<file path="src/lcrs_pkg.sv">
// Shared types and constants for the life chunk row stepper.
// No dependencies; used by every module of the block.
`default_nettype none

package lcrs_pkg;

  // chunk geometry
  localparam int ChunkSide = 64;
  localparam int RowW      = 64;
  localparam int PosW      = 7;
  localparam int IdxW      = 6;
  localparam int CountW    = 13;
  localparam int PopW      = 7;

  // window position of the first row that completes a neighborhood
  localparam logic [PosW-1:0] FirstOutPos = PosW'(2);
  // window position of the south halo row
  localparam logic [PosW-1:0] LastPos     = PosW'(ChunkSide + 1);

  // live columns of a row
  localparam logic [RowW-1:0] RowMask = {RowW{1'b1}} >> (RowW - ChunkSide);

  // one window row with its west and east neighbor cells
  typedef struct packed {
    logic [RowW-1:0] bits;
    logic            west;
    logic            east;
  } row_t;

  // new row on its way from the window stage to the accumulate stage
  typedef struct packed {
    logic            valid;
    logic [RowW-1:0] next_row;
    logic [IdxW-1:0] row_index;
    logic            last_row;
  } stage_t;

endpackage

`default_nettype wire

</file>
<file path="src/life_chunk_row_stepper.sv">
// Life chunk row stepper, top level. Depends on lcrs_pkg, lcrs_window, lcrs_accum.
// After the row that completes its neighborhood is accepted, its result beat is
// registered in the window stage, then in the accumulate stage output. One row
// beat per cycle while out_stall_i is low, through the two-stage pipeline.
// The north halo row and chunk row 0 give no result beat.
// Reset clears the row window, the window position, the totals and all valids.
`default_nettype none

module life_chunk_row_stepper (
  input  logic                         clk_i,
  input  logic                         rst_ni,
  input  logic                         in_valid_i,
  output logic                         in_stall_o,
  input  logic [lcrs_pkg::RowW-1:0]    row_bits_i,
  input  logic                         west_bit_i,
  input  logic                         east_bit_i,
  output logic                         out_valid_o,
  input  logic                         out_stall_i,
  output logic [lcrs_pkg::RowW-1:0]    next_row_o,
  output logic [lcrs_pkg::IdxW-1:0]    row_index_o,
  output logic                         last_row_o,
  output logic [lcrs_pkg::RowW-1:0]    nonempty_rows_o,
  output logic [lcrs_pkg::RowW-1:0]    west_edge_rows_o,
  output logic [lcrs_pkg::RowW-1:0]    east_edge_rows_o,
  output logic [lcrs_pkg::CountW-1:0]  live_count_o
);
  import lcrs_pkg::*;

  stage_t stage;
  logic   out_advance;
  logic   stage_advance;
  logic   accept;

  // the window stage moves when its register is empty or drains
  assign stage_advance = !stage.valid || out_advance;
  assign in_stall_o    = !stage_advance;
  assign accept        = in_valid_i && stage_advance;

  lcrs_window u_window (
    .clk_i     (clk_i),
    .rst_ni    (rst_ni),
    .accept_i  (accept),
    .advance_i (stage_advance),
    .row_bits_i(row_bits_i),
    .west_bit_i(west_bit_i),
    .east_bit_i(east_bit_i),
    .stage_o   (stage)
  );

  lcrs_accum u_accum (
    .clk_i           (clk_i),
    .rst_ni          (rst_ni),
    .stage_i         (stage),
    .out_stall_i     (out_stall_i),
    .advance_o       (out_advance),
    .out_valid_o     (out_valid_o),
    .next_row_o      (next_row_o),
    .row_index_o     (row_index_o),
    .last_row_o      (last_row_o),
    .nonempty_rows_o (nonempty_rows_o),
    .west_edge_rows_o(west_edge_rows_o),
    .east_edge_rows_o(east_edge_rows_o),
    .live_count_o    (live_count_o)
  );

endmodule

`default_nettype wire

</file>
<file path="src/lcrs_rule.sv">
// B3/S23 next-generation logic for one row, carry-save neighbor count.
// Depends on lcrs_pkg.
`default_nettype none

module lcrs_rule (
  input  lcrs_pkg::row_t              older_i,
  input  lcrs_pkg::row_t              middle_i,
  input  lcrs_pkg::row_t              incoming_i,
  output logic [lcrs_pkg::RowW-1:0]   next_row_o
);
  import lcrs_pkg::*;

  logic [RowW-1:0] n0, n1, n2, n3, n4, n5, n6, n7;
  logic [RowW-1:0] p0, s0, c0, p1, s1, c1, s2, c2, p3, ones, c3;
  logic [RowW-1:0] px, twos, fours, low, two, three;

  // neighbor planes, shifted with the halo cells filled in
  always_comb begin
    n0 = ({older_i.bits[RowW-2:0], 1'b0} | RowW'(older_i.west)) & RowMask;
    n1 = older_i.bits;
    n2 = ((older_i.bits >> 1) | (RowW'(older_i.east) << (ChunkSide - 1))) & RowMask;
    n3 = ({middle_i.bits[RowW-2:0], 1'b0} | RowW'(middle_i.west)) & RowMask;
    n4 = ((middle_i.bits >> 1) | (RowW'(middle_i.east) << (ChunkSide - 1))) & RowMask;
    n5 = ({incoming_i.bits[RowW-2:0], 1'b0} | RowW'(incoming_i.west)) & RowMask;
    n6 = incoming_i.bits;
    n7 = ((incoming_i.bits >> 1) | (RowW'(incoming_i.east) << (ChunkSide - 1)))
         & RowMask;
  end

  // carry-save tree down to ones, twos and fours planes
  always_comb begin
    p0   = n0 ^ n1;
    s0   = p0 ^ n2;
    c0   = (n0 & n1) | (p0 & n2);
    p1   = n3 ^ n4;
    s1   = p1 ^ n5;
    c1   = (n3 & n4) | (p1 & n5);
    s2   = n6 ^ n7;
    c2   = n6 & n7;
    p3   = s0 ^ s1;
    ones = p3 ^ s2;
    c3   = (s0 & s1) | (p3 & s2);
    px    = c0 ^ c1;
    twos  = px ^ c2 ^ c3;
    fours = (c0 & c1) | (c2 & c3) | (px & (c2 ^ c3));
  end

  // birth on three, survival on two or three
  always_comb begin
    low        = twos & ~fours;
    two        = low & ~ones;
    three      = low & ones;
    next_row_o = (three | (middle_i.bits & two)) & RowMask;
  end

endmodule

`default_nettype wire

</file>
<file path="src/lcrs_window.sv">
// Window stage: keeps the two previous rows and the window position,
// registers each new row with its index. Depends on lcrs_pkg, lcrs_rule.
`default_nettype none

module lcrs_window (
  input  logic                       clk_i,
  input  logic                       rst_ni,
  input  logic                       accept_i,
  input  logic                       advance_i,
  input  logic [lcrs_pkg::RowW-1:0]  row_bits_i,
  input  logic                       west_bit_i,
  input  logic                       east_bit_i,
  output lcrs_pkg::stage_t           stage_o
);
  import lcrs_pkg::*;

  row_t            older_q, older_d;
  row_t            middle_q, middle_d;
  row_t            incoming;
  logic [PosW-1:0] pos_q, pos_d;
  logic [RowW-1:0] next_row;
  logic            has_result;
  logic            is_last;
  stage_t          stage_q, stage_d;

  assign incoming.bits = row_bits_i & RowMask;
  assign incoming.west = west_bit_i;
  assign incoming.east = east_bit_i;

  lcrs_rule u_rule (
    .older_i   (older_q),
    .middle_i  (middle_q),
    .incoming_i(incoming),
    .next_row_o(next_row)
  );

  assign has_result = (pos_q >= FirstOutPos);
  assign is_last    = (pos_q >= LastPos);

  // window shift, restart after the south halo row
  always_comb begin
    older_d  = older_q;
    middle_d = middle_q;
    pos_d    = pos_q;
    if (accept_i) begin
      if (has_result && is_last) begin
        older_d  = '0;
        middle_d = '0;
        pos_d    = '0;
      end else begin
        older_d  = middle_q;
        middle_d = incoming;
        pos_d    = pos_q + PosW'(1);
      end
    end
  end

  // stage register payload
  always_comb begin
    stage_d           = stage_q;
    if (advance_i) begin
      stage_d.valid     = accept_i && has_result;
      stage_d.next_row  = next_row;
      stage_d.row_index = IdxW'(pos_q - FirstOutPos);
      stage_d.last_row  = is_last;
    end
  end

  always_ff @(posedge clk_i or negedge rst_ni) begin
    if (!rst_ni) begin
      older_q  <= '0;
      middle_q <= '0;
      pos_q    <= '0;
      stage_q  <= '0;
    end else begin
      older_q  <= older_d;
      middle_q <= middle_d;
      pos_q    <= pos_d;
      stage_q  <= stage_d;
    end
  end

  assign stage_o = stage_q;

endmodule

`default_nettype wire

</file>
<file path="src/lcrs_accum.sv">
// Accumulate stage: row masks and live count, output register.
// Depends on lcrs_pkg.
`default_nettype none

module lcrs_accum (
  input  logic                         clk_i,
  input  logic                         rst_ni,
  input  lcrs_pkg::stage_t             stage_i,
  input  logic                         out_stall_i,
  output logic                         advance_o,
  output logic                         out_valid_o,
  output logic [lcrs_pkg::RowW-1:0]    next_row_o,
  output logic [lcrs_pkg::IdxW-1:0]    row_index_o,
  output logic                         last_row_o,
  output logic [lcrs_pkg::RowW-1:0]    nonempty_rows_o,
  output logic [lcrs_pkg::RowW-1:0]    west_edge_rows_o,
  output logic [lcrs_pkg::RowW-1:0]    east_edge_rows_o,
  output logic [lcrs_pkg::CountW-1:0]  live_count_o
);
  import lcrs_pkg::*;

  logic [1:0]        lvl1 [32];
  logic [2:0]        lvl2 [16];
  logic [3:0]        lvl3 [8];
  logic [4:0]        lvl4 [4];
  logic [5:0]        lvl5 [2];
  logic [PopW-1:0]   pop;
  logic [RowW-1:0]   row_bit;
  logic [RowW-1:0]   rows_acc_q, rows_acc_d, rows_new;
  logic [RowW-1:0]   west_acc_q, west_acc_d, west_new;
  logic [RowW-1:0]   east_acc_q, east_acc_d, east_new;
  logic [CountW-1:0] count_acc_q, count_acc_d, count_new;
  logic              out_valid_q;
  logic [RowW-1:0]   next_row_q;
  logic [IdxW-1:0]   row_index_q;
  logic              last_row_q;
  logic [RowW-1:0]   rows_q, west_q, east_q;
  logic [CountW-1:0] count_q;
  logic              take;

  assign advance_o = !out_valid_q || !out_stall_i;
  assign take      = advance_o && stage_i.valid;

  // population count tree of the new row
  always_comb begin
    for (int i = 0; i < 32; i++) begin
      lvl1[i] = {1'b0, stage_i.next_row[2*i]} + {1'b0, stage_i.next_row[2*i+1]};
    end
    for (int i = 0; i < 16; i++) begin
      lvl2[i] = {1'b0, lvl1[2*i]} + {1'b0, lvl1[2*i+1]};
    end
    for (int i = 0; i < 8; i++) begin
      lvl3[i] = {1'b0, lvl2[2*i]} + {1'b0, lvl2[2*i+1]};
    end
    for (int i = 0; i < 4; i++) begin
      lvl4[i] = {1'b0, lvl3[2*i]} + {1'b0, lvl3[2*i+1]};
    end
    for (int i = 0; i < 2; i++) begin
      lvl5[i] = {1'b0, lvl4[2*i]} + {1'b0, lvl4[2*i+1]};
    end
    pop = {1'b0, lvl5[0]} + {1'b0, lvl5[1]};
  end

  // running totals including this row
  always_comb begin
    row_bit   = RowW'(1) << stage_i.row_index;
    rows_new  = rows_acc_q | ((stage_i.next_row != '0) ? row_bit : '0);
    west_new  = west_acc_q | (stage_i.next_row[0] ? row_bit : '0);
    east_new  = east_acc_q | (stage_i.next_row[ChunkSide-1] ? row_bit : '0);
    count_new = count_acc_q + CountW'(pop);
  end

  // totals restart after the last row of a chunk
  always_comb begin
    rows_acc_d  = rows_acc_q;
    west_acc_d  = west_acc_q;
    east_acc_d  = east_acc_q;
    count_acc_d = count_acc_q;
    if (take) begin
      if (stage_i.last_row) begin
        rows_acc_d  = '0;
        west_acc_d  = '0;
        east_acc_d  = '0;
        count_acc_d = '0;
      end else begin
        rows_acc_d  = rows_new;
        west_acc_d  = west_new;
        east_acc_d  = east_new;
        count_acc_d = count_new;
      end
    end
  end

  always_ff @(posedge clk_i or negedge rst_ni) begin
    if (!rst_ni) begin
      rows_acc_q  <= '0;
      west_acc_q  <= '0;
      east_acc_q  <= '0;
      count_acc_q <= '0;
      out_valid_q <= 1'b0;
    end else begin
      rows_acc_q  <= rows_acc_d;
      west_acc_q  <= west_acc_d;
      east_acc_q  <= east_acc_d;
      count_acc_q <= count_acc_d;
      if (advance_o) begin
        out_valid_q <= stage_i.valid;
      end
    end
  end

  // output beat payload
  always_ff @(posedge clk_i) begin
    if (take) begin
      next_row_q  <= stage_i.next_row;
      row_index_q <= stage_i.row_index;
      last_row_q  <= stage_i.last_row;
      rows_q      <= rows_new;
      west_q      <= west_new;
      east_q      <= east_new;
      count_q     <= count_new;
    end
  end

  assign out_valid_o      = out_valid_q;
  assign next_row_o       = next_row_q;
  assign row_index_o      = row_index_q;
  assign last_row_o       = last_row_q;
  assign nonempty_rows_o  = rows_q;
  assign west_edge_rows_o = west_q;
  assign east_edge_rows_o = east_q;
  assign live_count_o     = count_q;

endmodule

`default_nettype wire

</file>
<file path="config.mk">
export PLATFORM = sky130hd
export DESIGN_NAME = life_chunk_row_stepper
export DESIGN_NICKNAME = d
export VERILOG_FILES = /design/src/lcrs_pkg.sv /design/src/life_chunk_row_stepper.sv /design/src/lcrs_rule.sv /design/src/lcrs_window.sv /design/src/lcrs_accum.sv
export SDC_FILE = /design/constraint.sdc
export NUM_CORES = 2
export LEC_CHECK = 0
export BUFFER_PORTS_ARGS = -buffer_cell sky130_fd_sc_hd__buf_4
export CAP_MARGIN = 5
export CORE_ASPECT_RATIO = 0.6
export CORE_MARGIN = 2
export CORE_UTILIZATION = 49
export CTS_CLUSTER_DIAMETER = 50
export DETAILED_ROUTE_END_ITERATION = 10
export PLACE_DENSITY_LB_ADDON = 0.3
export SETUP_SLACK_MARGIN = 0.2
export SLEW_MARGIN = 20
export SYNTH_ARGS = -nofsm -noshare
export SYNTH_HDL_FRONTEND = slang
export SYNTH_SLANG_ARGS = --single-unit
</file>
<file path="constraint.sdc">
create_clock -name clk_i -period 8.3 [get_ports clk_i]
set_input_delay 0.415 -clock clk_i [delete_from_list [all_inputs] [get_ports clk_i]]
set_output_delay 0.415 -clock clk_i [all_outputs]
set_load 0.005 [all_outputs]
</file>
==> results.txt <==
The run gives 3 as the level count of the clock H-tree. The die span in x came out at 361 um. The sink count of the clock tree is 693. The via count is 25500.

The logs give 101000 um for the final wirelength and 0.495 for the initial cell density of the core. The clock period minus final worst setup slack was 6.71 ns. The tightest slew margin relative to the limit is 0.266, and the fraction of the yosys area taken by sequential cells is 0.500. For the residual antenna-violating net count after detailed routing, the log shows 0. The arrival time at the worst endpoint was 7.12 ns; the area of the die was 78700 um^2. For the worst-skew pair, the clock arrives at the later sink with an insertion delay of 0.65 ns. The worst reg2reg path startpoint is u_window.stage_o[60]. The data required time at the worst endpoint is 8.70 ns. The number of instances in the synthesized netlist was 3195; the max-cap violation count was 0. Buffers placed on the I/O ports in this run total 347. The net total in the final layout was 4055; the count of final setup violators was 0. Counting flops and latches in the post-synthesis netlist gives 693. Count of flip-flops with a built-in enable after synthesis: 276. The worst clock skew is 0.0250 ns, and the number of stages on the worst hold path is 2.

After clock tree synthesis, the clock-pin slew on the worst setup and hold paths is 0.07 ns. In this run, the number of DRC markers left after iteration 0 of detailed routing was 2444. The end of the worst register-to-register path is u_accum.live_count_o[12]. The final-layout setup total negative slack came out at 0 ns. The share of post-route cells with drive strength above 1 works out to 0.142. Number of antenna violations at the first check in global routing: 8.

The average cell area after synthesis works out to 11.7 um^2. The tools report the maximum clock insertion buffer count as 3. During synthesis, Yosys emitted a total of 0 warnings.

The via count of the first global-routing pass is 25100, and the boundary pin count is 348. From bottom edge to top edge, the die measures 218 um. After floorplanning, the core was divided into 78 placement rows.

The routability congestion estimate was 0.880. The category of the worst setup path launch point is a register. The library cells used most frequently in the layout, excluding fill and tap cells, are dfrtp_1, inv_1, buf_4.

Most used flip-flop cell after synthesis: dfrtp_1. After detailed routing, the average wire length per cell comes to 22.1 um. In this run the worst path has a maximum fanout of 6. The maximum clock frequency is 0.149 GHz, and the slew at the pin closest to its max-slew limit is 1.10 ns. The number of distinct library cells after synthesis came out at 52.

Terminating pin of the worst hold path: u_window.stage_o[71]. After detailed routing, the number of vias per cell comes to 5.58. The wire length of the first global-routing pass was 156000 um; the worst reg-to-reg setup slack was 1.59 ns. The number of nets in the synthesized netlist is 3740. For this run, design rule violations remaining after detail routing come to 0. Counting cells, the worst reg-to-reg path comes to 18. The library cell used most frequently in the layout, excluding fill and tap cells, is dfrtp_1. In this run, CTS created clock tree buffers numbering 72. The count of endpoints failing hold in the final timing report is 0, and the final cycle utilization of the critical path is 0.809. The worst setup path is captured at a register. For the total global-route track usage, the log shows 0.260. The global route total overflow is 0. The mapped netlist covers 37500 um^2. Post-CTS repair changed the size of 0 cells. The async set or reset register ratio after synthesis came out at 0.602. The number of setup buffers added after CTS is 0. The tightest min-delay check is of the in -> reg type.

For the maximum number of pins on one net before global-route repair, the log shows 147. The startpoint identified for the worst hold timing path is in_valid_i. The floorplan step defined a core boundary enclosing 75600 um^2.

The logs give 70000 um for the detailed placement HPWL and 0 for the max-slew violation count. TritonCTS built the clock tree. The count of hold-fix buffers inserted at cts is 2.

The layout overhead on the synthesized area came out at 16.3%. Setup repair after global routing left no endpoint under its margin. The tree is rooted in a clkbuf_16. The category of the critical setup timing path was reg -> reg.

For the number of detailed-route iterations in the first pass, the log shows 5. The flow ran to the end, and the final reports show no timing, DRC or antenna violations.
## metal layers
metal / wire length, um / global-route usage / vias up
met5: 65 / 0 / -
li1: - / - / 11500
met2: 41800 / 0.350 / 950
met3: 8840 / 0.0770 / 146
met1: 47900 / 0.407 / 12900
met4: 2560 / 0.0667 / 10
## synth_stat cells, drive strengths merged (8+ instances only)
cell type  instances  area share
inv              376       0.038
o21ai            211       0.028
ha               227       0.076
o211a             37      0.0099
nand4              8      0.0013
nand2            320       0.032
a21o             194       0.039
nand2b            15      0.0027
o31ai             25      0.0050
a2111oi           42      0.0098
xor2              47       0.011
xnor2             92       0.022
nor4              26      0.0043
clkbuf           124       0.012
nor2b             46      0.0077
fa               248        0.13
a21oi             99       0.013
nor2             146       0.015
nand3             45      0.0060
a211oi            22      0.0044
edfxtp           276        0.22
nor3              25      0.0033
a22o              69       0.016
dfrtp            417        0.28
## layout make-up
cell class              count  area [um^2]
multi-input cells        1995        16900
well taps                1000         1250
inverters                 377         1420
flip-flops and latches    693        18700
clock inverters            43          494
repair buffers            371         2840
clock buffers              89         1940
diodes                      2         5.00
fillers                  6165        32100
## worst max-delay path, cell delays in order, from the launching register on
cell and delay (ns):
dfrtp_1 0.47, fa_1 0.56, inv_1 0.05, fa_1 0.54, inv_1 0.08, fa_1 0.48, inv_1 0.05, fa_1 0.51
fa_1 0.43, fa_1 0.49, fa_1 0.51, fa_1 0.43, fa_1 0.43, fa_1 0.47, nand2b_1 0.18, a21oi_1 0.23
o211a_1 0.31, o21a_1 0.17, xnor2_1 0.07
## kinds of logic after synthesis
kind of cell	Yosys count	share of synthesized area
AOI/OAI and AO/OA	728	0.132
xor gates and xnor gates	139	0.0325
adders and majority gates	475	0.208
buffers and inverters	507	0.0512
DFF	693	0.500
and+or+nand+nor	653	0.0764
## flip-flops by register name, summed over array words and instances (netlist names)
register	cells
u_accum.count_acc_q	13
u_accum.east_acc_q	64
u_accum.east_edge_rows_o	64
u_accum.last_row_o	1
u_accum.live_count_o	13
u_accum.next_row_o	64
u_accum.nonempty_rows_o	64
u_accum.out_valid_o	1
u_accum.row_index_o	6
u_accum.rows_acc_q	64
u_accum.west_acc_q	64
u_accum.west_edge_rows_o	64
u_window.middle_q	66
u_window.older_q	66
u_window.pos_q	7
u_window.stage_o	72
## stage by stage
step	setup slack (ns)	hold WS [ns]	utilization	cells	instance area [um^2]
after floorplan	2.03	0.119	-	3195	37500
after global placement	1.68	0.423	0.543	4434	41100
after detailed placement	1.63	0.428	0.543	4434	41100
after CTS	1.62	0.00234	0.576	4568	43500
after global routing	1.34	0.0116	0.576	4569	43600
final	1.59	0.0387	0.576	4570	43600
## worst max-delay path by stage
stage,from,to,slack (ns),depth (start not counted)
3_3_place_gp,u_window.stage_o[60],u_accum.live_count_o[12],1.68,18
4_1_cts,u_window.stage_o[60],u_accum.live_count_o[12],1.62,18
5_1_grt,u_window.stage_o[60],u_accum.live_count_o[12],1.34,18
2_1_floorplan,u_window.stage_o[60],u_accum.live_count_o[10],2.03,18
3_5_place_dp,u_window.stage_o[60],u_accum.live_count_o[12],1.63,18
6_report,u_window.stage_o[60],u_accum.live_count_o[12],1.59,18
Power is left out: the tool's default activity adds up to more than one toggle a clock period on the data nets, which glitch-free logic cannot reach.
